<file path="src/rtl/core/audio_output_shaping_filter_macros.svh">
// Assertion macros shared by the audio output shaping filter modules.
`ifndef AUDIO_OUTPUT_SHAPING_FILTER_MACROS_SVH
`define AUDIO_OUTPUT_SHAPING_FILTER_MACROS_SVH

// Same-cycle implication, checked on every rising clock edge outside reset.
`define AOSF_ASSERT_NOW(label, ante, cons, msg) \
  label: assert property (@(posedge clk) disable iff (rst) (ante) |-> (cons)) \
    else $error(msg);

// Next-cycle implication, checked on every rising clock edge outside reset.
`define AOSF_ASSERT_NEXT(label, ante, cons, msg) \
  label: assert property (@(posedge clk) disable iff (rst) (ante) |=> (cons)) \
    else $error(msg);

`endif

</file>
<file path="src/rtl/core/aosf_pkg.sv">
// Shared widths, reset values, codes and control types of the audio output shaping filter.
package aosf_pkg;

  // Field and register widths.
  localparam int SampleW  = 24;
  localparam int OutW     = 16;
  localparam int CoefW    = 16;
  localparam int GainW    = 18;
  localparam int CfgDataW = 18;
  localparam int CfgIdxW  = 2;

  // Datapath widths. The scaled sample is a 24 x 18 bit product.
  localparam int XW     = SampleW + GainW;
  localparam int AccW   = 46;
  localparam int LoW    = 22;
  localparam int MulAW  = AccW - LoW;
  localparam int MulBW  = GainW + 1;
  localparam int ProdW  = MulAW + MulBW;
  localparam int SumW   = ProdW + LoW + 1;
  localparam int SmW    = 40;
  localparam int FracW  = 16;
  localparam int SmShift = 3;

  // Saturation bounds of the output sample.
  localparam int SatHi = 32767;
  localparam int SatLo = -32768;

  // Register reset values.
  localparam logic [CoefW-1:0] FirstCoefRst  = CoefW'(139);
  localparam logic [CoefW-1:0] SecondCoefRst = CoefW'(35);
  localparam logic [GainW-1:0] GainRst       = GainW'(98304);

  // Configuration register indexes.
  typedef enum logic [CfgIdxW-1:0] {
    CFG_FIRST_COEF,
    CFG_SECOND_COEF,
    CFG_GAIN,
    CFG_LOWPASS_EN
  } cfg_idx_t;

  // Datapath operations, one per sequencer step.
  typedef enum logic [3:0] {
    OP_NONE,
    OP_LOAD,
    OP_GAIN,
    OP_DIFF1,
    OP_MUL_LO1,
    OP_MUL_HI1,
    OP_UPD1,
    OP_DIFF2,
    OP_MUL_LO2,
    OP_MUL_HI2,
    OP_UPD2,
    OP_SAT,
    OP_FINISH
  } op_t;

  // Sequencer states.
  typedef enum logic [3:0] {
    ST_IDLE,
    ST_GAIN,
    ST_DIFF1,
    ST_MUL_LO1,
    ST_MUL_HI1,
    ST_UPD1,
    ST_DIFF2,
    ST_MUL_LO2,
    ST_MUL_HI2,
    ST_UPD2,
    ST_SAT,
    ST_FINISH
  } state_t;

  typedef logic signed [AccW-1:0] acc_t;

  typedef struct packed {
    op_t op;
  } dp_cmd_t;

  typedef struct packed {
    logic out_free;
  } dp_sts_t;

endpackage

</file>
<file path="src/rtl/core/aosf_in_if.sv">
// Input channel: one signed audio sample word with its buffer end mark.
interface aosf_in_if;
  import aosf_pkg::*;

  logic                      valid;
  logic                      ready;
  logic signed [SampleW-1:0] sample_in;
  logic                      block_end;

  modport source (output valid, output sample_in, output block_end, input ready);
  modport sink (input valid, input sample_in, input block_end, output ready);
endinterface

</file>
<file path="src/rtl/core/aosf_out_if.sv">
// Output channel: one filtered 16-bit sample word with its buffer end mark.
interface aosf_out_if;
  import aosf_pkg::*;

  logic                   valid;
  logic                   ready;
  logic signed [OutW-1:0] sample_out;
  logic                   block_end_out;

  modport source (output valid, output sample_out, output block_end_out, input ready);
  modport sink (input valid, input sample_out, input block_end_out, output ready);
endinterface

</file>
<file path="src/rtl/core/aosf_datapath.sv">
// Datapath: configuration registers, shared multiplier, accumulators and output register.
`include "audio_output_shaping_filter_macros.svh"

module aosf_datapath (
  input  logic                               clk,
  input  logic                               rst,
  input  logic                               cfg_we,
  input  logic [aosf_pkg::CfgIdxW-1:0]       cfg_index,
  input  logic [aosf_pkg::CfgDataW-1:0]      cfg_data,
  input  logic signed [aosf_pkg::SampleW-1:0] sample_in,
  input  logic                               block_end,
  input  aosf_pkg::dp_cmd_t                  cmd,
  output aosf_pkg::dp_sts_t                  sts,
  aosf_out_if.source                         out_ch
);
  import aosf_pkg::*;

  logic [CoefW-1:0] first_coef;
  logic [CoefW-1:0] second_coef;
  logic [GainW-1:0] gain;
  logic             lowpass_en;

  logic signed [SampleW-1:0] s_reg;
  logic                      blk;
  logic signed [XW-1:0]      x;
  acc_t                      d;
  acc_t                      tr;
  acc_t                      res;
  logic signed [ProdW-1:0]   p_lo;
  logic signed [ProdW-1:0]   p_hi;
  logic signed [OutW-1:0]    t;
  logic signed [SmW-1:0]     sm;

  logic signed [MulAW-1:0] mul_a;
  logic signed [MulBW-1:0] mul_b;
  logic signed [ProdW-1:0] mul_p;
  logic signed [SumW-1:0]  step_sum;
  logic signed [SumW-1:0]  step_shift;
  logic signed [AccW:0]    t_sum;
  logic signed [AccW:0]    t_shift;
  logic signed [OutW-1:0]  t_next;
  logic signed [SmW:0]     sm_diff;
  logic signed [SmW:0]     sm_step;
  logic signed [SmW-1:0]   sm_next;
  logic signed [OutW-1:0]  result;
  logic                    out_valid;
  logic                    out_free;
  logic                    finish;

  // Configuration registers.
  always_ff @(posedge clk) begin
    if (rst) begin
      first_coef  <= FirstCoefRst;
      second_coef <= SecondCoefRst;
      gain        <= GainRst;
      lowpass_en  <= 1'b0;
    end else if (cfg_we) begin
      unique case (cfg_idx_t'(cfg_index))
        CFG_FIRST_COEF:  first_coef  <= cfg_data[CoefW-1:0];
        CFG_SECOND_COEF: second_coef <= cfg_data[CoefW-1:0];
        CFG_GAIN:        gain        <= cfg_data[GainW-1:0];
        CFG_LOWPASS_EN:  lowpass_en  <= cfg_data[0];
      endcase
    end
  end

  // Operand selection for the shared multiplier; wide differences go in two halves.
  always_comb begin
    unique case (cmd.op)
      OP_GAIN: begin
        mul_a = s_reg;
        mul_b = {1'b0, gain};
      end
      OP_MUL_LO1: begin
        mul_a = {{(MulAW-LoW){1'b0}}, d[LoW-1:0]};
        mul_b = {{(MulBW-CoefW){1'b0}}, first_coef};
      end
      OP_MUL_HI1: begin
        mul_a = d[AccW-1:LoW];
        mul_b = {{(MulBW-CoefW){1'b0}}, first_coef};
      end
      OP_MUL_LO2: begin
        mul_a = {{(MulAW-LoW){1'b0}}, d[LoW-1:0]};
        mul_b = {{(MulBW-CoefW){1'b0}}, second_coef};
      end
      OP_MUL_HI2: begin
        mul_a = d[AccW-1:LoW];
        mul_b = {{(MulBW-CoefW){1'b0}}, second_coef};
      end
      default: begin
        mul_a = '0;
        mul_b = '0;
      end
    endcase
  end

  assign mul_p = mul_a * mul_b;

  // Recombine the two partial products and drop the 16 fraction bits.
  assign step_sum   = (SumW'(p_hi) <<< LoW) + SumW'(p_lo);
  assign step_shift = step_sum >>> FracW;

  // Output sum, shifted and saturated to 16 bits.
  assign t_sum   = (AccW+1)'(tr) - (AccW+1)'(x) + (AccW+1)'(res);
  assign t_shift = t_sum >>> FracW;

  always_comb begin
    if (t_shift > (AccW+1)'(SatHi)) begin
      t_next = OutW'(SatHi);
    end else if (t_shift < (AccW+1)'(SatLo)) begin
      t_next = OutW'(SatLo);
    end else begin
      t_next = t_shift[OutW-1:0];
    end
  end

  // One-pole smoothing with a step of one eighth.
  assign sm_diff = ((SmW+1)'(t) <<< FracW) - (SmW+1)'(sm);
  assign sm_step = sm_diff >>> SmShift;
  assign sm_next = sm + sm_step[SmW-1:0];
  assign result  = lowpass_en ? sm_next[FracW+OutW-1:FracW] : t;

  assign out_free     = !out_valid || out_ch.ready;
  assign finish       = (cmd.op == OP_FINISH) && out_free;
  assign sts.out_free = out_free;

  // Working registers, loaded by the step that the sequencer selects.
  always_ff @(posedge clk) begin
    unique case (cmd.op)
      OP_LOAD: begin
        s_reg <= sample_in;
        blk   <= block_end;
      end
      OP_GAIN:    x    <= mul_p[XW-1:0];
      OP_DIFF1:   d    <= AccW'(x) - tr;
      OP_DIFF2:   d    <= AccW'(x) - tr - res;
      OP_MUL_LO1: p_lo <= mul_p;
      OP_MUL_LO2: p_lo <= mul_p;
      OP_MUL_HI1: p_hi <= mul_p;
      OP_MUL_HI2: p_hi <= mul_p;
      OP_SAT:     t    <= t_next;
      default: ;
    endcase
  end

  // Filter state.
  always_ff @(posedge clk) begin
    if (rst) begin
      tr  <= '0;
      res <= '0;
      sm  <= '0;
    end else begin
      if (cmd.op == OP_UPD1) begin
        tr <= tr + step_shift[AccW-1:0];
      end
      if (cmd.op == OP_UPD2) begin
        res <= res + step_shift[AccW-1:0];
      end
      if (finish && lowpass_en) begin
        sm <= sm_next;
      end
    end
  end

  // Output register: the next item may run while this word waits.
  always_ff @(posedge clk) begin
    if (rst) begin
      out_valid <= 1'b0;
    end else if (finish) begin
      out_valid <= 1'b1;
    end else if (out_ch.ready) begin
      out_valid <= 1'b0;
    end
  end

  always_ff @(posedge clk) begin
    if (finish) begin
      out_ch.sample_out    <= result;
      out_ch.block_end_out <= blk;
    end
  end

  assign out_ch.valid = out_valid;

  `AOSF_ASSERT_NEXT(a_finish_loads_word, finish, out_valid, "finished word not presented")
  `AOSF_ASSERT_NEXT(a_smooth_held, !lowpass_en, $stable(sm), "smoothing state moved while off")
  `AOSF_ASSERT_NEXT(a_diff1_value, cmd.op == OP_DIFF1, d == (AccW'($past(x)) - tr), "bad difference")

endmodule

</file>
<file path="src/rtl/core/aosf_controller.sv">
// Sequencer that steps the datapath through the per-sample operations.
`include "audio_output_shaping_filter_macros.svh"

module aosf_controller (
  input  logic              clk,
  input  logic              rst,
  input  logic              in_valid,
  output logic              in_ready,
  input  aosf_pkg::dp_sts_t sts,
  output aosf_pkg::dp_cmd_t cmd
);
  import aosf_pkg::*;

  state_t state;
  state_t state_next;
  logic   in_fire;

  assign in_ready = (state == ST_IDLE);
  assign in_fire  = in_valid && in_ready;

  // State register.
  always_ff @(posedge clk) begin
    if (rst) begin
      state <= ST_IDLE;
    end else begin
      state <= state_next;
    end
  end

  // Next state and datapath command.
  always_comb begin
    state_next = state;
    cmd.op     = OP_NONE;
    unique case (state)
      ST_IDLE: begin
        if (in_valid) begin
          cmd.op     = OP_LOAD;
          state_next = ST_GAIN;
        end
      end
      ST_GAIN: begin
        cmd.op     = OP_GAIN;
        state_next = ST_DIFF1;
      end
      ST_DIFF1: begin
        cmd.op     = OP_DIFF1;
        state_next = ST_MUL_LO1;
      end
      ST_MUL_LO1: begin
        cmd.op     = OP_MUL_LO1;
        state_next = ST_MUL_HI1;
      end
      ST_MUL_HI1: begin
        cmd.op     = OP_MUL_HI1;
        state_next = ST_UPD1;
      end
      ST_UPD1: begin
        cmd.op     = OP_UPD1;
        state_next = ST_DIFF2;
      end
      ST_DIFF2: begin
        cmd.op     = OP_DIFF2;
        state_next = ST_MUL_LO2;
      end
      ST_MUL_LO2: begin
        cmd.op     = OP_MUL_LO2;
        state_next = ST_MUL_HI2;
      end
      ST_MUL_HI2: begin
        cmd.op     = OP_MUL_HI2;
        state_next = ST_UPD2;
      end
      ST_UPD2: begin
        cmd.op     = OP_UPD2;
        state_next = ST_SAT;
      end
      ST_SAT: begin
        cmd.op     = OP_SAT;
        state_next = ST_FINISH;
      end
      ST_FINISH: begin
        cmd.op = OP_FINISH;
        if (sts.out_free) begin
          state_next = ST_IDLE;
        end
      end
      default: begin
        state_next = ST_IDLE;
      end
    endcase
  end

  `AOSF_ASSERT_NEXT(a_accept_starts, in_fire, state == ST_GAIN, "accepted word did not start")
  `AOSF_ASSERT_NEXT(a_finish_returns, (state == ST_FINISH) && sts.out_free, state == ST_IDLE, "stuck after finish")
  `AOSF_ASSERT_NEXT(a_finish_waits, (state == ST_FINISH) && !sts.out_free, state == ST_FINISH, "result dropped")

endmodule

</file>
<file path="src/rtl/core/audio_output_shaping_filter.sv">
// An accepted word steps through GAIN, DIFF1, MUL_LO1, MUL_HI1, UPD1, DIFF2, MUL_LO2, MUL_HI2,
// UPD2, SAT and FINISH into the output register; a full output register holds it in FINISH.
// One 24 x 19 multiplier is shared over the gain product and two split coefficient products,
// so a word is accepted only in IDLE, also while the last result waits in the output register.
// Reset (synchronous, active high) restores register defaults, zeroes all accumulators
// and empties the output register.
module audio_output_shaping_filter (
  input  logic                          clk,
  input  logic                          rst,
  input  logic                          cfg_we,
  input  logic [aosf_pkg::CfgIdxW-1:0]  cfg_index,
  input  logic [aosf_pkg::CfgDataW-1:0] cfg_data,
  aosf_in_if.sink                       in_ch,
  aosf_out_if.source                    out_ch
);
  import aosf_pkg::*;

  dp_cmd_t cmd;
  dp_sts_t sts;
  logic    in_ready;

  assign in_ch.ready = in_ready;

  // Sequencer.
  aosf_controller u_ctrl (
    .clk      (clk),
    .rst      (rst),
    .in_valid (in_ch.valid),
    .in_ready (in_ready),
    .sts      (sts),
    .cmd      (cmd)
  );

  // Arithmetic and storage.
  aosf_datapath u_dp (
    .clk       (clk),
    .rst       (rst),
    .cfg_we    (cfg_we),
    .cfg_index (cfg_index),
    .cfg_data  (cfg_data),
    .sample_in (in_ch.sample_in),
    .block_end (in_ch.block_end),
    .cmd       (cmd),
    .sts       (sts),
    .out_ch    (out_ch)
  );

endmodule

</file>
<file path="src/flat_wrapper.sv">
// flat-port wrapper written by rule: the top's interface ports become plain ports
module audio_output_shaping_filter_flat import aosf_pkg::*;
  (clk, rst, cfg_we, cfg_index, cfg_data, in_ch_valid, in_ch_sample_in, in_ch_block_end, in_ch_ready, out_ch_valid, out_ch_sample_out, out_ch_block_end_out, out_ch_ready);
  aosf_in_if in_ch_i ();
  aosf_out_if out_ch_i ();
  input  logic clk;
  input  logic rst;
  input  logic cfg_we;
  input  logic [aosf_pkg::CfgIdxW-1:0] cfg_index;
  input  logic [aosf_pkg::CfgDataW-1:0] cfg_data;
  input wire logic [$bits(in_ch_i.valid)-1:0] in_ch_valid;
  input wire logic [$bits(in_ch_i.sample_in)-1:0] in_ch_sample_in;
  input wire logic [$bits(in_ch_i.block_end)-1:0] in_ch_block_end;
  output wire logic [$bits(in_ch_i.ready)-1:0] in_ch_ready;
  output wire logic [$bits(out_ch_i.valid)-1:0] out_ch_valid;
  output wire logic [$bits(out_ch_i.sample_out)-1:0] out_ch_sample_out;
  output wire logic [$bits(out_ch_i.block_end_out)-1:0] out_ch_block_end_out;
  input wire logic [$bits(out_ch_i.ready)-1:0] out_ch_ready;
  assign in_ch_i.valid = in_ch_valid;
  assign in_ch_i.sample_in = in_ch_sample_in;
  assign in_ch_i.block_end = in_ch_block_end;
  assign in_ch_ready = in_ch_i.ready;
  assign out_ch_valid = out_ch_i.valid;
  assign out_ch_sample_out = out_ch_i.sample_out;
  assign out_ch_block_end_out = out_ch_i.block_end_out;
  assign out_ch_i.ready = out_ch_ready;
  audio_output_shaping_filter u_core (.clk(clk), .rst(rst), .cfg_we(cfg_we), .cfg_index(cfg_index), .cfg_data(cfg_data), .in_ch(in_ch_i), .out_ch(out_ch_i));
endmodule
</file>
<file path="config.mk">
export PLATFORM = sky130hd
export DESIGN_NAME = audio_output_shaping_filter_flat
export DESIGN_NICKNAME = d
export VERILOG_FILES = /design/src/rtl/core/aosf_pkg.sv /design/src/rtl/core/aosf_in_if.sv /design/src/rtl/core/aosf_out_if.sv /design/src/rtl/core/aosf_datapath.sv /design/src/rtl/core/aosf_controller.sv /design/src/rtl/core/audio_output_shaping_filter.sv /design/src/flat_wrapper.sv
export VERILOG_INCLUDE_DIRS = /design/src /design/src/rtl/core
export SDC_FILE = /design/constraint.sdc
export NUM_CORES = 2
export LEC_CHECK = 0
export ABC_AREA = 1
export BUFFER_PORTS_ARGS = -buffer_cell sky130_fd_sc_hd__buf_2
export CORE_ASPECT_RATIO = 0.7
export CORE_MARGIN = 2
export CORE_UTILIZATION = 50
export CTS_BUF_LIST = sky130_fd_sc_hd__clkbuf_8
export DETAILED_ROUTE_END_ITERATION = 8
export MAX_ROUTING_LAYER = met4
export PLACE_DENSITY = 0.67
export REMOVE_ABC_BUFFERS = 1
export SLEW_MARGIN = 20
export SYNTH_ARGS = -nofsm -noshare
export SYNTH_HDL_FRONTEND = slang
export SYNTH_SLANG_ARGS = --single-unit
</file>
<file path="constraint.sdc">
create_clock -name clk -period 22.4 [get_ports clk]
set_input_delay 0 -clock clk [delete_from_list [all_inputs] [get_ports clk]]
set_output_delay 0 -clock clk [all_outputs]
set_load 0.02 [all_outputs]
</file>
# --- After elaboration in Yosys (flattened, before gate mapping) ---
# Cells that the tools add are included.
totals:
  reg_bits: 417
  out_inout_bits: 19
  word_cells: 87
op_classes:
  addsub: 9
  n_mul: 1
  magnitude_cmp: 2
  eq_ne: 28
  mux: 12
  n_reduce_logical: 17
op_table:
  columns: ["operator", "n"]
  rows:
  - ["$pmux 4 s12", 2]
  - ["$add 46x46->46", 2]
  - ["$pmux 46 s2", 1]
  - ["$pmux 24 s3", 1]
  - ["$add 62x43->62", 1]
  - ["$pmux 18 s3", 1]
  - ["$add 47x46->47", 1]
  - ["$sub 46x42->47", 1]
  - ["$sub 42x46->46", 1]
  - ["$sub 46x46->46", 1]
  - ["$mul 24x19->43", 1]
  - ["$sub 32x40->41", 1]
  - ["$add 40x40->40", 1]
  - ["$eq 4x4->1 const B", 9]
  - ["$eq 4x3->1 const B", 8]
  - ["$mux 16", 2]
  - ["$gt 31x16->1 const B", 1]
  - ["$lt 31x16->1 const B", 1]
  - ["$eq 4x2->1 const B", 4]
  - ["$reduce_and 2->1", 5]
  - ["$eq 4x1->1 const B", 2]
  - ["$mux 4", 2]
  - ["$reduce_or 2->1", 4]
  - ["$eq 2x2->1 const B", 2]
  - ["other kinds (9)", 14]

# --- Longest topological paths before layout ---
depth:
  ltp_word: 6
  ltp_mapped: 35
  ltp_nobuf: 33

# --- Hierarchy ---
# From an unflattened synthesis, not the netlist that was laid out.
unflattened:
  cells_unflattened: 8136
  area_unflattened_um2: 56026.2
modules_own_cells:
  columns: ["module", "n_inst", "cells_per_inst", "area_each_um2", "seq_area_each_um2"]
  rows:
  - ["aosf_datapath", 1, 8094, 55793.5, 10079.7]
  - ["aosf_controller", 1, 42, 232.7, 80.1]

# --- Worst setup path after synthesis ---
# No wires, ideal clock.
synth_path:
  kind: "reg2reg"
  from: "register u_core.u_ctrl.state[2]"
  to: "register u_core.u_dp.p_hi[36], data pin"
  t_arrival_ns: 7.330
  setup_slack_ns: 14.800
  stages_incl_launch_ff: 31
  cell_sequence: "dfxtp_1 -> inv_1 -> nor2_1 -> o21ai_0 -> inv_2 -> clkbuf_1 -> nand2_1 -> nand3_1 -> buf_2 -> nand2_1 -> inv_1 -> fa_1 -> fa_1 -> inv_1 -> fa_1 -> inv_1 -> fa_1 -> fa_1 -> inv_1 -> fa_1 -> inv_1 -> ha_1 -> nand2_1 -> nor2_1 -> nand2_1 -> o211ai_1 -> a31oi_1 -> o21ai_0 -> a21oi_1 -> o21bai_1 -> xor2_1"
synth_between:
  elab_chain_cells: 6
  elab_cells_between_ends: 25
  cone_classes: "mul: 1; eq/ne: 16; mux: 3; reduce/logical: 5"
synth_rtl:
  columns: ["element", "line", "text"]
  rows:
  - ["from (decl)", "aosf_controller.sv:14", "state_t state;"]
  - ["from (signal assigned)", "aosf_controller.sv:26", "state <= state_next;"]
  - ["$eq 4x4->1, or another cell as far along", "aosf_controller.sv:34", "unique case (state)"]
  - ["$pmux 4 s12 (*)", "aosf_controller.sv:34", null]
  - ["$eq 4x4->1 or $eq 4x3->1 (tied branches)", "aosf_datapath.sv:69", "unique case (cmd.op)"]
  - ["$reduce_or 2->1 (no source line)", null, null]
  - ["$pmux 24 s3 or $pmux 18 s3 (tied branches)", "aosf_datapath.sv:69", null]
  - ["$mul 24x19->43 (*)", "aosf_datapath.sv:97", "assign mul_p = mul_a * mul_b;"]
  - ["net u_core.u_dp.mul_p[36]", "aosf_datapath.sv:36", "logic signed [ProdW-1:0] mul_p;"]
  - ["to (signal assigned)", "aosf_datapath.sv:139", "OP_MUL_HI1: p_hi <= mul_p;"]
  - ["to (signal assigned)", "aosf_datapath.sv:140", "OP_MUL_HI2: p_hi <= mul_p;"]
  - ["to (decl)", "aosf_datapath.sv:30", "logic signed [ProdW-1:0] p_hi;"]
# Mark *: on every way through the listed nets, which the timed path passes. The rest lies on a longest branch.
# A chain may end at the register's enable or synchronous reset.

# --- Worst setup path after layout ---
layout_path:
  from: "register u_core.u_ctrl.state[2]"
  to: "register u_core.u_dp.p_hi[22], data pin"
# Same word-level chain as after synthesis.

==> metrics.log <==
[metrics] deepest level of the CTS H-tree: 3
[metrics] distinct cell type count after synthesis: 58
[metrics] delay of the slowest cell on the worst path: 0.77 ns
[metrics] cell types with the highest counts after synthesis: 1933 x inv_1, 1910 x nand2_1, 683 x nor2_1
[metrics] share of synthesized cell area in full adder, half adder and majority cells: 0.279
[metrics] routed len/inst: 24.6 microns
[metrics] leading register cell type out of synthesis: edfxtp_1
[metrics] global routing usage summed across all routing layers: 0.431
[metrics] CP required: 22.89 ns
[metrics] detailed-route via count: 56000
[metrics] launching point of the worst reg2reg path: u_core.u_ctrl.state[2]
[metrics] 1st-pass router iterations: 6
[metrics] Vias per Instance: 5.71
[metrics] Worst setup EP type: flop
[metrics] final HPWL from detailed placement: 203000 microns
[metrics] Core Region: 111000 sq um
[metrics] layout-stage area growth over the synthesis result: 8.11%
[metrics] actual transition at the worst max-transition pin: 1.35 ns
[metrics] number of antenna violations at the first check in global routing: 22
[metrics] initial detailed-routing violation count: 6883
[metrics] Setup Viol. Count Final: 0
[metrics] worst max-slew margin expressed relative to the limit: 0.0910
[metrics] CTS root buf: clkbuf_8
[metrics] RSZ-0062 raised after global routing: no
[metrics] Leak: 32.8 nW
[metrics] worst skew pair latency: 0.81 ns
[metrics] kind of critical path: flop to flop
[metrics] total negative slack: 0 ns
[metrics] vias in the first global route: 53100
[metrics] number of input and output port buffers inserted: 68
[metrics] Buf/Inv on CP: 9
[metrics] critical path startpoint category: flop
[metrics] Final nets: 9293
[metrics] final number of hold-violating endpoints: 0
[metrics] synthesis-stage register bit count: 401
[metrics] setup fix buffers added after clock tree synthesis: 0
[metrics] depth of the critical timing path with buffers and inverters included: 28
[metrics] area fraction in compound gates after synthesis: 0.134
[metrics] timing-limited maximum frequency: 110 MHz
[metrics] largest fanout of any net on the critical path: 69
[metrics] number of enable-type register cells in the synthesized netlist: 213
[metrics] ANT nets after route: 0
[metrics] number of hold buffers added after CTS: 77
[metrics] cts repair resizes: 0
[metrics] global placer's final weighted congestion: 1.13
[metrics] Final Max Tran Viols: 0
[metrics] die outline width: 404 microns
[metrics] xor-xnor portion of the synthesized cell area: 0.0395
[metrics] worst flop-to-flop path endpoint: u_core.u_dp.p_hi[22]
[metrics] CTS tree: done
[metrics] worst hold-check path type: input pin to flop
[metrics] maximum VDD drop: 0.0000556 V
[metrics] cell with the most instances on the worst path: inv_1
[metrics] depth of the worst hold-timing path: 4
[metrics] dominant combinational cell family by area after synthesis: adder cells
[metrics] vertical die dimension: 284 microns
[metrics] clock buffer count from CTS: 75
[metrics] number of instances in the synthesized netlist: 8135
[metrics] ys async rst share: 0
[metrics] wire length of the first global-routing pass: 352000 microns
[metrics] met3 routed WL: 35300 microns
[metrics] Worst R2R Path Depth: 28
[metrics] I/O pins: 69
[metrics] share of cells above drive strength 1: 0.0402
[metrics] post-synth design cell area: 55900 sq um
[metrics] main area contributors after synthesis: fa_1 17%, inv_1 13%, nand2_1 13%
[metrics] Yosys top cell by area: fa_1
[metrics] total power divided by cell area: 45.6 nW/um^2
[metrics] source of the worst hold timing path: cfg_data[2]
[metrics] Worst R2R Setup Slack: 13.28 ns
[metrics] Site Rows: 102
[metrics] DRT met1 WL: 107000 microns
[metrics] Synth top area share: 0.172
[metrics] Arr. time, crit path: 9.62 ns
[metrics] yosys warns: 0
[metrics] fraction of the cycle the final worst path needs: 0.407
[metrics] Reg clk slew, reported paths: 0.06 ns
[metrics] setup skew after layout: 0.0463 ns
[metrics] maximum number of pins on one net before global-route repair: 70
[metrics] outcome: complete, no violations
[metrics] final wirelength: 242000 microns
[metrics] Layout Utilization: 0.546
[metrics] grt total ovfl: 0
[metrics] Top Family by Delay on Critical Path: adder cells
[metrics] mean instance size in the synthesized netlist: 6.87 sq um
[metrics] sink of the worst hold path: u_core.u_dp.first_coef[2]
[metrics] number of max-cap violations: 0
[metrics] initial cell density of the core: 0.505
[metrics] slowest stage cell on the critical path: buf_4
[metrics] simple-gate share of the synthesized area: 0.224
[metrics] share of cell area taken by muxes after synthesis: 0.000179
[metrics] area of the die: 115000 sq um
[metrics] uppermost metal layer occupied by signal nets: met4
[metrics] sequential fraction of the synthesis area: 0.182
[metrics] CTS sink cnt: 401
[metrics] library cell with the highest instance count after synthesis: inv_1
[metrics] largest registers: u_core.u_dp.d (46), u_core.u_dp.res (46), u_core.u_dp.tr (46)
[metrics] Met2 Routed Length: 90300 microns
[metrics] Clock Tree Buf Depth: 3
[metrics] remaining design rule violation count: 0
[metrics] shortest period the worst path allows: 9.12 ns
## cells by family after synthesis
kind of cell,count (synthesis)
simple gates,3101
buf+inv,2084
compound gates,1335
fa+ha+maj,961
flops,401
xor+xnor,252
mux,1
## worst max-delay path by stage
stage / slack (ns) / start / endpoint
CTS: 13.33 / u_core.u_ctrl.state[2] / u_core.u_dp.p_hi[39]
global placement: 13.36 / u_core.u_ctrl.state[2] / u_core.u_dp.x[30]
detailed placement: 13.34 / u_core.u_ctrl.state[2] / u_core.u_dp.p_hi[39]
floorplan: 14.04 / u_core.u_ctrl.state[2] / u_core.u_dp.p_hi[39]
finish: 13.28 / u_core.u_ctrl.state[2] / u_core.u_dp.p_hi[22]
global route: 12.68 / u_core.u_ctrl.state[2] / u_core.u_dp.p_hi[30]
## power breakdown
| part | leakage [nW] | switching (W) | total [W] | internal, W |
|---|---|---|---|---|
| registers | 3.50 | 0.0000344 | 0.000858 | 0.000823 |
| logic | 28.4 | 0.000793 | 0.00109 | 0.000293 |
| clock network | 0.821 | 0.000401 | 0.000813 | 0.000412 |
| total | 32.8 | 0.00123 | 0.00276 | 0.00153 |
## through the flow
step | cells | hold slack (ns) | setup WS (ns) | total power, W | area (sq um)
after floorplan | 7997 | 0.0691 | 14.04 | 0.00146 | 55300
after global routing | 9809 | 0.0376 | 12.68 | 0.00286 | 60400
after detailed placement | 9584 | 0.179 | 13.34 | 0.00188 | 58000
final | 9811 | 0.0520 | 13.28 | 0.00276 | 60400
after global placement | 9584 | 0.176 | 13.36 | 0.00188 | 58000
after CTS | 9798 | 0.00405 | 13.33 | 0.00270 | 60300
## cell usage in the layout (no fill, tap or decap), types with 64 or more instances in the layout
cell type | synthesis | routed
nand2_1 | 1910 | 1910
edfxtp_1 | 213 | 213
o21ai_0 | 425 | 423
clkbuf_8 | 0 | 82
xor2_1 | 165 | 159
a21oi_1 | 578 | 577
inv_1 | 1933 | 1944
buf_4 | 0 | 64
xnor2_1 | 87 | 84
ha_1 | 482 | 482
dfxtp_1 | 188 | 188
fa_1 | 479 | 479
nand3_1 | 286 | 284
nor2_1 | 683 | 680
a31oi_1 | 82 | 82
buf_2 | 51 | 67
dlygate4sd3_1 | 0 | 77
## area by class of cell
type | instances | area (sq um)
Fill cell | 11000 | 50300
Antenna cell | 13 | 32.5
Tap cell | 1456 | 1820
Clock inverter | 55 | 444
Multi-Input combinational cell | 5650 | 38000
Sequential cell | 401 | 10200
Clock buffer | 82 | 1130
Timing Repair Buffer | 208 | 1590
Inverter | 1946 | 7310
## layer usage
| metal | global-route usage | up-vias |
|---|---|---|
| li1 | - | 25600 |
| met1 | 0.613 | 26800 |
| met2 | 0.549 | 3276 |
| met3 | 0.167 | 418 |
| met4 | 0.143 | 0 |
| met5 | - | - |
## tightest hold or removal path, stage by stage
cell	delay, ns
dlygate4sd3_1	0.54
buf_2	0.13
nor2_1	0.05
nor2_1	0.08
(Power assumes the default switching activity.)
